$ cat src/design/lsra_pkg.sv
// ============================================================================
// Linear scan register allocator package
// Shared constants, types and codes for the allocator controller and datapath.
// ============================================================================
package lsra_pkg;

    localparam int POOL_REGS  = 9;
    localparam int IDX_W      = $clog2(POOL_REGS + 1);
    localparam int POS_W      = (POOL_REGS > 1) ? $clog2(POOL_REGS) : 1;
    localparam int REG_W      = 4;
    localparam int PNT_W      = 16;
    localparam int ID_W       = 16;
    localparam int OFF_W      = 18;
    localparam int SLOT_BYTES = 4;
    localparam logic [OFF_W-1:0] OFFSET_MAX = 18'd262140;

    typedef enum logic [1:0] {
        OUT_FREE  = 2'd0,
        OUT_STEAL = 2'd1,
        OUT_SPILL = 2'd2
    } t_outcome;

    typedef enum logic [2:0] {
        ST_INIT,
        ST_IDLE,
        ST_MARK,
        ST_RETURN,
        ST_COMPACT,
        ST_DECIDE,
        ST_OUT
    } t_state;

    typedef struct packed {
        logic init;
        logic cfg;
        logic load;
        logic mark;
        logic ret;
        logic compact;
        logic decide;
    } t_cmd;

    typedef struct packed {
        logic ret_done;
        logic compact_done;
    } t_status;

endpackage

$ cat src/design/lsra_ctrl.sv
// ============================================================================
// Linear scan register allocator controller
// Sequences expiry marking, ordered register return, compaction and decision.
// ============================================================================
module lsra_ctrl (
    input  logic               i_clk,
    input  logic               i_rst_n,
    input  logic               i_cfg_we,
    input  logic               i_in_acc,
    input  logic               i_out_acc,
    input  lsra_pkg::t_status  i_status,
    output lsra_pkg::t_cmd     o_cmd,
    output logic               o_in_ready,
    output logic               o_out_valid,
    output logic               o_cfg_ready
);

    lsra_pkg::t_state r_state;
    lsra_pkg::t_state n_state;

    always_ff @(posedge i_clk) begin
        if (!i_rst_n) begin
            r_state <= lsra_pkg::ST_INIT;
        end else begin
            r_state <= n_state;
        end
    end

    always_comb begin
        n_state = r_state;
        unique case (r_state)
            lsra_pkg::ST_INIT: n_state = lsra_pkg::ST_IDLE;
            lsra_pkg::ST_IDLE: begin
                if (i_cfg_we) begin
                    n_state = lsra_pkg::ST_INIT;
                end else if (i_in_acc) begin
                    n_state = lsra_pkg::ST_MARK;
                end
            end
            lsra_pkg::ST_MARK: n_state = lsra_pkg::ST_RETURN;
            lsra_pkg::ST_RETURN: begin
                if (i_status.ret_done) begin
                    n_state = lsra_pkg::ST_COMPACT;
                end
            end
            lsra_pkg::ST_COMPACT: begin
                if (i_status.compact_done) begin
                    n_state = lsra_pkg::ST_DECIDE;
                end
            end
            lsra_pkg::ST_DECIDE: n_state = lsra_pkg::ST_OUT;
            lsra_pkg::ST_OUT: begin
                if (i_out_acc) begin
                    n_state = lsra_pkg::ST_IDLE;
                end
            end
            default: n_state = lsra_pkg::ST_INIT;
        endcase
    end

    always_comb begin
        o_cmd         = '0;
        o_in_ready    = 1'b0;
        o_out_valid   = 1'b0;
        o_cfg_ready   = 1'b0;
        unique case (r_state)
            lsra_pkg::ST_INIT: o_cmd.init = 1'b1;
            lsra_pkg::ST_IDLE: begin
                o_in_ready  = ~i_cfg_we;
                o_cfg_ready = 1'b1;
                o_cmd.cfg   = i_cfg_we;
                o_cmd.load  = i_in_acc & ~i_cfg_we;
            end
            lsra_pkg::ST_MARK:    o_cmd.mark    = 1'b1;
            lsra_pkg::ST_RETURN:  o_cmd.ret     = 1'b1;
            lsra_pkg::ST_COMPACT: o_cmd.compact = 1'b1;
            lsra_pkg::ST_DECIDE:  o_cmd.decide  = 1'b1;
            lsra_pkg::ST_OUT:     o_out_valid   = 1'b1;
            default: o_cmd = '0;
        endcase
    end

`ifndef SYNTHESIS
    a_out_holds: assert property (@(posedge i_clk) disable iff (!i_rst_n)
        o_out_valid && !i_out_acc |=> o_out_valid)
        else $error("result dropped while stalled");
    a_no_take_busy: assert property (@(posedge i_clk) disable iff (!i_rst_n)
        o_out_valid |-> !o_in_ready)
        else $error("input taken while result pending");
    a_decide_then_out: assert property (@(posedge i_clk) disable iff (!i_rst_n)
        o_cmd.decide |=> o_out_valid)
        else $error("decision not presented");
`endif

endmodule

$ cat src/design/lsra_dp.sv
// ============================================================================
// Linear scan register allocator datapath
// Active set, free register FIFO, stack slot counter and result register.
// ============================================================================
module lsra_dp (
    input  logic                          i_clk,
    input  logic                          i_rst_n,
    input  lsra_pkg::t_cmd                i_cmd,
    input  logic [3:0]                    i_cfg_count,
    input  logic [lsra_pkg::PNT_W-1:0]    i_start_point,
    input  logic [lsra_pkg::PNT_W-1:0]    i_end_point,
    input  logic [lsra_pkg::ID_W-1:0]     i_value_id,
    output lsra_pkg::t_status             o_status,
    output logic [1:0]                    o_outcome,
    output logic [lsra_pkg::REG_W-1:0]    o_reg_index,
    output logic [lsra_pkg::ID_W-1:0]     o_spilled_id,
    output logic [lsra_pkg::OFF_W-1:0]    o_spill_offset,
    output logic [3:0]                    o_expired_count
);

    localparam int N  = lsra_pkg::POOL_REGS;
    localparam int IW = lsra_pkg::IDX_W;
    localparam int PW = lsra_pkg::POS_W;

    logic [N-1:0]                 r_valid;
    logic [lsra_pkg::PNT_W-1:0]   r_end [N];
    logic [lsra_pkg::ID_W-1:0]    r_id  [N];
    logic [lsra_pkg::REG_W-1:0]   r_reg [N];
    logic [lsra_pkg::REG_W-1:0]   r_fifo [N];
    logic [PW-1:0]                r_head;
    logic [IW-1:0]                r_fcnt;
    logic [IW-1:0]                r_limit;
    logic [lsra_pkg::OFF_W-1:0]   r_slot;
    logic [N-1:0]                 r_exp;
    logic [lsra_pkg::PNT_W-1:0]   r_start;
    logic [lsra_pkg::PNT_W-1:0]   r_new_end;
    logic [lsra_pkg::ID_W-1:0]    r_new_id;
    logic [3:0]                   r_nexp;
    logic [PW-1:0]                r_cpos;
    logic [1:0]                   r_outcome;
    logic [lsra_pkg::REG_W-1:0]   r_out_reg;
    logic [lsra_pkg::ID_W-1:0]    r_out_sid;
    logic [lsra_pkg::OFF_W-1:0]   r_out_off;

    logic [IW-1:0]                n_limit;
    logic                         best_found;
    logic [PW-1:0]                best_pos;
    logic [PW-1:0]                last_pos;
    logic                         last_found;
    logic [IW-1:0]                act_cnt;
    logic [PW-1:0]                top_pos;
    logic [PW-1:0]                tail;
    logic [IW:0]                  tail_sum;
    logic [PW-1:0]                head_nx;
    logic [lsra_pkg::OFF_W-1:0]   slot_nx;

    assign n_limit = (i_cfg_count > 4'(N)) ? IW'(N) : IW'(i_cfg_count);

    always_comb begin
        best_found = 1'b0;
        best_pos   = '0;
        for (int i = 0; i < N; i++) begin
            if (r_exp[i] && (!best_found || r_id[i] < r_id[best_pos])) begin
                best_found = 1'b1;
                best_pos   = PW'(i);
            end
        end
    end

    always_comb begin
        last_found = 1'b0;
        last_pos   = '0;
        act_cnt    = '0;
        for (int i = 0; i < N; i++) begin
            if (r_valid[i]) begin
                act_cnt = act_cnt + 1'b1;
                if (!last_found || r_end[i] >= r_end[last_pos]) begin
                    last_found = 1'b1;
                    last_pos   = PW'(i);
                end
            end
        end
    end

    assign top_pos  = act_cnt[PW-1:0] - 1'b1;
    assign tail_sum = (IW+1)'(r_head) + (IW+1)'(r_fcnt);
    assign tail     = (tail_sum >= (IW+1)'(N)) ? PW'(tail_sum - (IW+1)'(N)) : PW'(tail_sum);
    assign head_nx  = (r_head == PW'(N - 1)) ? '0 : r_head + 1'b1;
    assign slot_nx  = (r_slot <= lsra_pkg::OFFSET_MAX - lsra_pkg::OFF_W'(lsra_pkg::SLOT_BYTES))
                      ? r_slot + lsra_pkg::OFF_W'(lsra_pkg::SLOT_BYTES) : lsra_pkg::OFFSET_MAX;

    assign o_status.ret_done     = (r_exp == '0);
    assign o_status.compact_done = (r_cpos == PW'(N - 1)) || (N == 1);

    always_ff @(posedge i_clk) begin
        if (!i_rst_n) begin
            r_valid <= '0;
            r_head  <= '0;
            r_fcnt  <= IW'(N);
            r_limit <= IW'(N);
            r_slot  <= '0;
            r_exp   <= '0;
            r_cpos  <= '0;
        end else begin
            if (i_cmd.init) begin
                r_valid <= '0;
                r_head  <= '0;
                r_fcnt  <= r_limit;
                r_slot  <= '0;
                for (int i = 0; i < N; i++) begin
                    r_fifo[i] <= lsra_pkg::REG_W'(i);
                end
            end
            if (i_cmd.load) begin
                r_start   <= i_start_point;
                r_new_end <= i_end_point;
                r_new_id  <= i_value_id;
            end
            if (i_cmd.mark) begin
                r_nexp <= '0;
                r_cpos <= '0;
                for (int i = 0; i < N; i++) begin
                    r_exp[i] <= r_valid[i] && (r_end[i] < r_start);
                end
            end
            if (i_cmd.ret && best_found) begin
                r_exp[best_pos] <= 1'b0;
                r_valid[best_pos] <= 1'b0;
                r_nexp <= r_nexp + 1'b1;
                if (r_fcnt < IW'(N)) begin
                    r_fifo[tail] <= r_reg[best_pos];
                    r_fcnt <= r_fcnt + 1'b1;
                end
            end
            if (i_cmd.compact) begin
                if (!r_valid[r_cpos] && (N > 1)) begin
                    for (int i = 0; i < N - 1; i++) begin
                        if (PW'(i) >= r_cpos) begin
                            r_valid[i] <= r_valid[i+1];
                            r_end[i]   <= r_end[i+1];
                            r_id[i]    <= r_id[i+1];
                            r_reg[i]   <= r_reg[i+1];
                        end
                    end
                    r_valid[N-1] <= 1'b0;
                    if (r_valid[N-1:0] >> r_cpos == '0) begin
                        r_cpos <= PW'(N - 1);
                    end
                end else if (r_cpos != PW'(N - 1)) begin
                    r_cpos <= r_cpos + 1'b1;
                end
            end
            if (i_cmd.decide) begin
                if (act_cnt < r_limit && r_fcnt != '0) begin
                    r_head <= head_nx;
                    r_fcnt <= r_fcnt - 1'b1;
                    r_valid[act_cnt[PW-1:0]] <= 1'b1;
                    r_end[act_cnt[PW-1:0]]   <= r_new_end;
                    r_id[act_cnt[PW-1:0]]    <= r_new_id;
                    r_reg[act_cnt[PW-1:0]]   <= r_fifo[r_head];
                    r_outcome <= lsra_pkg::OUT_FREE;
                    r_out_reg <= r_fifo[r_head];
                    r_out_sid <= '0;
                    r_out_off <= '0;
                end else if (last_found && r_end[last_pos] > r_new_end) begin
                    r_slot <= slot_nx;
                    for (int i = 0; i < N - 1; i++) begin
                        if (PW'(i) >= last_pos && PW'(i) != top_pos) begin
                            r_end[i] <= r_end[i+1];
                            r_id[i]  <= r_id[i+1];
                            r_reg[i] <= r_reg[i+1];
                        end
                    end
                    r_end[top_pos] <= r_new_end;
                    r_id[top_pos]  <= r_new_id;
                    r_reg[top_pos] <= r_reg[last_pos];
                    r_outcome <= lsra_pkg::OUT_STEAL;
                    r_out_reg <= r_reg[last_pos];
                    r_out_sid <= r_id[last_pos];
                    r_out_off <= r_slot;
                end else begin
                    r_slot    <= slot_nx;
                    r_outcome <= lsra_pkg::OUT_SPILL;
                    r_out_reg <= '0;
                    r_out_sid <= r_new_id;
                    r_out_off <= r_slot;
                end
            end
            if (i_cmd.cfg) begin
                r_limit <= n_limit;
            end
        end
    end

    assign o_outcome       = r_outcome;
    assign o_reg_index     = r_out_reg;
    assign o_spilled_id    = r_out_sid;
    assign o_spill_offset  = r_out_off;
    assign o_expired_count = r_nexp;

`ifndef SYNTHESIS
    a_fcnt_bound: assert property (@(posedge i_clk) disable iff (!i_rst_n)
        r_fcnt <= IW'(N))
        else $error("free count overflow");
    a_slot_step: assert property (@(posedge i_clk) disable iff (!i_rst_n)
        $past(i_cmd.decide) && !$past(i_cmd.init) && r_outcome != lsra_pkg::OUT_FREE
        |-> r_slot == $past(slot_nx))
        else $error("stack slot not advanced");
    a_ret_clear: assert property (@(posedge i_clk) disable iff (!i_rst_n)
        i_cmd.decide |-> r_exp == '0)
        else $error("expiry incomplete at decision");
`endif

endmodule

$ cat src/design/linear_scan_register_allocator_core.sv
// ============================================================================
// Linear scan register allocator core
// Allocates a register or a spill slot to each live interval.
// ============================================================================
// An interval is accepted only while the allocator is idle. After acceptance,
// the mark state marks the active intervals that expire, the return state gives
// back the expired registers in ascending value id order, the compaction state
// closes the gaps in the active set, and the decide state makes the decision.
// The result beat is held until taken, and the next interval is accepted in
// the cycle after that. A configuration write is taken only while idle and
// re-initializes the allocator.
module linear_scan_register_allocator_core (
    input  logic        i_clk,
    input  logic        i_rst_n,
    input  logic        i_valid,
    output logic        o_stall,
    input  logic [15:0] i_start_point,
    input  logic [15:0] i_end_point,
    input  logic [15:0] i_value_id,
    output logic        o_valid,
    input  logic        i_stall,
    output logic [1:0]  o_outcome,
    output logic [3:0]  o_reg_index,
    output logic [15:0] o_spilled_id,
    output logic [17:0] o_spill_offset,
    output logic [3:0]  o_expired_count,
    input  logic        i_cfg_valid,
    output logic        o_cfg_ready,
    input  logic [3:0]  i_cfg_data
);

    lsra_pkg::t_cmd    cmd;
    lsra_pkg::t_status status;
    logic              in_ready;
    logic              cfg_we;
    logic              in_acc;
    logic              out_acc;

    assign o_stall = ~in_ready;
    assign in_acc  = i_valid & in_ready;
    assign out_acc = o_valid & ~i_stall;
    assign cfg_we  = i_cfg_valid & o_cfg_ready;

    lsra_ctrl u_ctrl (
        .i_clk       (i_clk),
        .i_rst_n     (i_rst_n),
        .i_cfg_we    (cfg_we),
        .i_in_acc    (in_acc),
        .i_out_acc   (out_acc),
        .i_status    (status),
        .o_cmd       (cmd),
        .o_in_ready  (in_ready),
        .o_out_valid (o_valid),
        .o_cfg_ready (o_cfg_ready)
    );

    lsra_dp u_dp (
        .i_clk           (i_clk),
        .i_rst_n         (i_rst_n),
        .i_cmd           (cmd),
        .i_cfg_count     (i_cfg_data),
        .i_start_point   (i_start_point),
        .i_end_point     (i_end_point),
        .i_value_id      (i_value_id),
        .o_status        (status),
        .o_outcome       (o_outcome),
        .o_reg_index     (o_reg_index),
        .o_spilled_id    (o_spilled_id),
        .o_spill_offset  (o_spill_offset),
        .o_expired_count (o_expired_count)
    );

endmodule

$ cat config.mk
export PLATFORM = sky130hd
export DESIGN_NAME = linear_scan_register_allocator_core
export DESIGN_NICKNAME = d
export VERILOG_FILES = /design/src/design/lsra_pkg.sv /design/src/design/lsra_ctrl.sv /design/src/design/lsra_dp.sv /design/src/design/linear_scan_register_allocator_core.sv
export SDC_FILE = /design/constraint.sdc
export NUM_CORES = 2
export LEC_CHECK = 0
export BUFFER_PORTS_ARGS = -buffer_cell sky130_fd_sc_hd__buf_2
export CAP_MARGIN = 20
export CORE_MARGIN = 3
export CORE_UTILIZATION = 33
export CTS_CLUSTER_DIAMETER = 40
export DETAILED_ROUTE_END_ITERATION = 8
export PLACE_DENSITY = 0.52
export SLEW_MARGIN = 20
export SYNTH_ARGS = -nofsm -noshare
export SYNTH_HDL_FRONTEND = slang
export SYNTH_SLANG_ARGS = --single-unit
$ cat constraint.sdc
create_clock -name i_clk -period 46.6 [get_ports i_clk]
set_input_delay 4.66 -clock i_clk [delete_from_list [all_inputs] [get_ports i_clk]]
set_output_delay 4.66 -clock i_clk [all_outputs]
set_load 0.01 [all_outputs]
# == Word level (Yosys, flattened, before mapping) ==
# Memories as Yosys holds them, arrays and structs flattened. A register that Yosys moved wholly into a read port is not among the register bits.
# Index checks and enable logic that the tools add are counted.
# Widths: inputs -> output; s select.
# totals
mem_bits_rw,360
output_inout_bits,47
ff_bits,147
wordCells,487
n_memories,4
# classes
magnitude_cmp,52
n_eq_ne,20
n_addsub,17
n_bitwise,35
n_mux,266
n_reduce_logical,76
n_shift,1
# memory_table
memory,words,width,rd,rd_ports_with_merged_regs,wr,line,rtl
u_dp.r_end,9,16,17,0,9,lsra_dp.sv:26,logic [lsra_pkg::PNT_W-1:0] r_end [N];
u_dp.r_id,9,16,17,0,9,lsra_dp.sv:27,logic [lsra_pkg::ID_W-1:0] r_id [N];
u_dp.r_fifo,9,4,1,1,9,lsra_dp.sv:29,logic [lsra_pkg::REG_W-1:0] r_fifo [N];
u_dp.r_reg,9,4,10,0,9,lsra_dp.sv:28,logic [lsra_pkg::REG_W-1:0] r_reg [N];
# op_table
cell,count
$mux 16,19
$lt 16x16->1,17
$mux 4,59
$mux 1,156
$ge 16x16->1,8
$mux 9,11
$mux 18,4
$add 4x1->4 const B,11
$ge 3x4->1 const A,8
$reduce_or 16->1,2
$logic_and 1x1->1,30
$mux 3,9
$or 1x1->1,24
$pmux 3 s7,1
$add 18x3->18 const B,1
$and 9x9->9,2
$le 18x18->1 const B,1
$logic_not 9->1,2
$ge 1x4->1 const A,4
$ge 2x4->1 const A,4
$gt 16x16->1,1
$logic_not 1->1,16
$logic_or 1x1->1,16
$ne 3x4->1 const A,4
other kinds (33),57

# == Depth between registers and ports, before layout ==
# An unclocked memory read counts as a cell.
# depth
word_depth,54
ltp_mapped,143
depth_no_buf,124

# == Hierarchy ==
# Synthesis repeated with hierarchy kept, for this count alone.
# unflattened
hier_cells,4481
hier_area_um2,42230.5
# modules_own_cells
module,seq_area_each_um2,cells_each,n_inst,area_each_um2
lsra_dp,15454.8,4443,1,41936.5
lsra_ctrl,60.1,34,1,264.0
linear_scan_register_allocator_core,0.0,4,1,30.0

# == Least setup slack after synthesis ==
# No wires, ideal clock.
# synth_path
path_kind,register to register
startpoint,memory u_dp.r_end[1][0] (netlist bit)
endpoint,memory u_dp.r_end[1][0] (netlist bit) (enable)
required_ns,45.728
synth_period_minus_slack_ns,27.151
stages_incl_launch_ff,139
setup_time_ns,0.872
arrival_time_ns,26.279
path_slack_ns,19.449
path_cell_list,edfxtp_1 -> inv_1 -> ha_1 -> nand2b_1 -> a21o_1 -> a21o_1 -> a21o_1 -> a21o_1 -> a2111oi_0 -> o21ai_0 -> a311o_1 -> clkbuf_1 -> mux2_2 -> ha_1 -> nand2b_1 -> a21o_1 -> a21o_1 -> a21o_1 -> [103 not listed] -> a21oi_1 -> ha_1 -> nor2b_1 -> o21a_1 -> o21a_1 -> o21a_1 -> o21a_1 -> o21a_1 -> o21ai_0 -> a211oi_1 -> o211a_1 -> buf_2 -> and2_1 -> clkbuf_1 -> a31oi_1 -> nand3b_1 -> clkbuf_1 -> o311ai_0
# synth_lines
item,line
"start, declared",lsra_dp.sv:26

==> results.md <==
- The number of different library cells used by synthesis comes to between 90 and 100.
- The boundary pin count is 104.
- The area growth from synthesis to layout is 16.20%.
- Using the TritonRoute via totals, the vias-per-cell ratio works out to just over 6.
- For this run, the leading register cell type out of synthesis is edfxtp_1.
- Entering global routing, the biggest net connects 57 pins.
- The worst-skew pair later-pin latency is 0.76 ns.
- Along the worst hold path, the cell count comes to 1.
- The wire length per cell after detailed routing is between 20 and 30 µm.
- The category of the worst setup path launch point is a flip-flop.
- The count of hold buffers inserted by post-cts repair is 0.
- CTS placed an instance of clkbuf_16 at the clock tree root.
- Counting every sink on the clock net gives around 540.
- The number of placed instances, taps included, is about 6,000.
- The most utilized layer in the global route result is met2.
- The number of buffers inserted by port buffering is about 100.
- The sequential cell area fraction in the yosys report is between 30% and 40%.
- In this run the static leakage power is ~19 nW.
- The number of cells upsized or downsized after cts is 0.
- The yosys synthesis warning count is 0.
- The number of buffers on the longest clock path is 3.
- The number of remaining DRC errors is 0.
- The most critical setup path has its startpoint at u_dp.r_end[1][0].
- Global routing consumed, on the met2 layer, approximately 40% of the routing resources.
- The worst reg2reg path startpoint is u_dp.r_end[1][0].
- The power density of the placed cells is between 30 and 40 mW/mm².
- In the layout the commonest cells are nand2_1, edfxtp_1, ha_1.
- The critical path crosses ~120 cells after its start point.
- The run finished with clean final reports.
- The floorplan die width is around 360 µm.
- The worst setup path is captured at a flip-flop.
- From bottom edge to top edge, the die measures around 360 µm.
- The clock period could shrink to 30.53 ns.
- The slowest library cell on the worst path is a2111oi_0.
- The area of the core is roughly 0.12 mm².
- The post-synthesis average cell area is between 9 and 10 µm².
- The floorplan has between 100 and 150 rows.
- The cell count of the worst reg-to-reg path is between 100 and 150.
- The number of pins exceeding their max-slew limit in the final report is 0.
- For this run, the post-layout net count is about 5,000.
- The final count of hold timing violations is 0.
- The count of nets left with antenna violations once routing finished came out at 0.
- The number of setup buffers added after CTS is 0.
- The biggest area consumer among synthesized cells is edfxtp_1.
- Across the VDD grid, the largest voltage drop is about 0.000032 V.
- Along the worst path, the maximum fanout reaches 37.
- The initial antenna violation count came to 4.
- The global routing usage on met3 is under 10%.
- STA puts the critical path data arrival time at roughly 31 ns.
- The clock tree from TritonCTS is done.
- Before antenna repair, the detailed router went through 8 iterations.
- Leaving out filler cells and counting taps, the final layout contains approximately 6,200.
- The final estimated routing congestion in global placement is approximately 0.97.
- The clock transition at the registers of the reported paths is approximately 0.060 ns.
- The global routing usage summed across all routing layers is 27.08%.
- The classification of the worst setup path is reg2reg.
- In the final layout, the registers with the most flip-flops are u_dp.r_end (144), u_dp.r_id (144), u_dp.r_fifo (64).
- The library cell used most frequently in the layout, excluding fill and tap cells, is nand2_1.
- Yosys attributes the largest share of cell area to edfxtp_1, ha_1, mux2_2.
- The remaining max-slew budget at the tightest pin is 24.07%.
- The violation count after the first detailed-route iteration is about 4,800.
- The met1 track demand over resource in global routing is between 30% and 40%.
- The post-synthesis instance total is about 4,400.
- The initial utilization of the core area, before any placement, comes to approximately a third.
- The remaining global-route overflow is 0.
- The largest single stage delay on the critical path is between 0.8 and 0.9 ns.
- Detailed routing inserted a total of approximately 38,000 vias.
- The fmax is approximately 33 MHz.
- Adding up every negative setup slack in the final design gives 0 ns.
- In this design, the critical path's most frequently occurring cell is a21o_1.
- The share of the cycle needed by the critical path after routing is 65.51%.
- The kind of cell with the highest combined delay along the critical path is compound AO/OA/AOI/OAI gates.
- In this run, synthesis inferred 480 flip-flops with an integrated enable.
- The number of buffers created by CTS is 110.
- Setup violations remaining at the end of the flow were counted as 0.
- The via count of the first global-routing pass is between 30,000 and 40,000.
- The global-route wire length before repair is about 260 mm.
- The mapped netlist covers approximately 0.04 mm².
- The proportion of synthesized flip-flops having asynchronous set or reset is 0%.
- The path class of the tightest hold or removal check is reg2reg.
- The proportion of netlist area held by the largest area contributor is around a third.
- Setup repair after global routing left no endpoint under its margin.
- The fraction of layout instances using a drive strength above 1 is around 16%.
- For the final database, setup skew stands at between 0.08 and 0.09 ns.
- The data required time at the worst endpoint is 46.92 ns.
- The worst hold path begins at u_dp.r_slot[1].
- The number of maximum-capacitance violations is 0.
- For the pin with the worst max-slew slack, the measured transition is around 1.1 ns.
- The number of buffers and inverters on the critical path is 9.
- The estimated wirelength of the detail-placed design is roughly 130 mm.
- The routed design has ~180 mm of wire.
- When the netlist entered floorplanning its net count stood at 4,894.
- The H-tree depth is 3.
- The number of synthesized register bits is 535.
- The floorplan step defined a die boundary enclosing about 0.13 mm².
kinds of logic (layout without fill, tap and decap cells):
family | Yosys count | count (layout) | share of synthesized area [%]
xor+xnor | 30 | 30 | 0.7069
fa+ha+maj | 434 | 434 | 13.24
compound gates | 1306 | 1306 | 20.23
other cells | 0 | 4 | 0
buf+inv | 393 | 584 | 3.653
flops | 535 | 535 | 37.78
simple gates | 1370 | 1370 | 14.81
mux | 335 | 335 | 9.577
stage by stage:
stage | total power [mW] | cell area [µm²] | hold WS (ns) | setup slack (ns) | util [%]
finish | 1.731 | 47720 | 0.5123 | 16.07 | 38.90
global route | 1.792 | 47710 | 0.5301 | 14.42 | 38.89
CTS | 1.729 | 47700 | 0.5007 | 16.82 | 38.89
detailed placement | 0.8955 | 43790 | 0.4920 | 17.03 | 35.70
global placement | 0.8935 | 43790 | 0.4982 | 17.65 | 35.70
floorplan | 0.7730 | 41060 | 0.4529 | 19.45 | -
area by class of cell:
type / instances / area, µm²
Timing Repair Buffer: 203 / 1266
Fill cell: 12410 / 74960
Clock buffer: 116 / 2816
Sequential cell: 535 / 15510
Inverter: 171 / 641.9
Tap cell: 1625 / 2033
Multi-Input combinational cell: 3475 / 24340
Antenna cell: 4 / 10.01
Clock inverter: 94 / 1095
metal layers:
metal | part of all wire [%] | wire length, µm | up-vias
met2 | 42 | 75410 | 2228
met3 | 10 | 18670 | 437
li1 | - | - | 16810
met1 | 43 | 76390 | 18430
met4 | 4.5 | 7968 | 0
met5 | 0 | 0 | -
worst register-to-register path: cells and delay by family (launching register included):
kind | cells | cell delay [ns]
AOI/OAI and AO/OA | 78 | 17.59
xor gates and xnor gates | 1 | 0.13
adders and majority gates | 9 | 2.36
buffers and inverters | 9 | 3.12
DFF | 1 | 0.43
muxes | 1 | 0.39
and+or+nand+nor | 26 | 6.09
synthesized netlist by cell type (12+ instances only):
library cell,n
xnor2_1,19
o221ai_1,16
a22oi_1,17
edfxtp_1,480
o211ai_1,65
a211o_1,12
nand2b_1,48
inv_1,169
a311oi_1,20
buf_2,14
nand2_1,626
a211oi_1,56
a21oi_1,346
mux4_2,22
mux2i_1,74
o21a_1,35
mux2_2,237
o21ai_1,12
a21o_1,121
o21ai_0,341
and2_1,37
nand4_1,28
nand3_1,104
nor2b_1,37
a31oi_1,63
nor2_1,313
o22ai_1,27
clkbuf_1,181
nor3_1,61
buf_1,25
or3_1,16
ha_1,433
dfxtp_1,55
and3_1,43
a221oi_1,35
o31ai_1,12
final timing paths:
path | endpoint | slack [ns]
worst max-delay path | u_dp.r_end[6][9] | 16.07
worst min-delay path | u_dp.r_slot[1] | 0.51
worst max register to register | u_dp.r_end[6][9] | 16.07
worst min register to register | u_dp.r_slot[1] | 0.51
where the power goes:
group          leakage [nW]  internal (mW)  switching, mW
clock network          1.86          0.518          0.313
logic                  12.5          0.116          0.233
registers              4.76          0.537         0.0155
(Power assumes the default switching activity.)
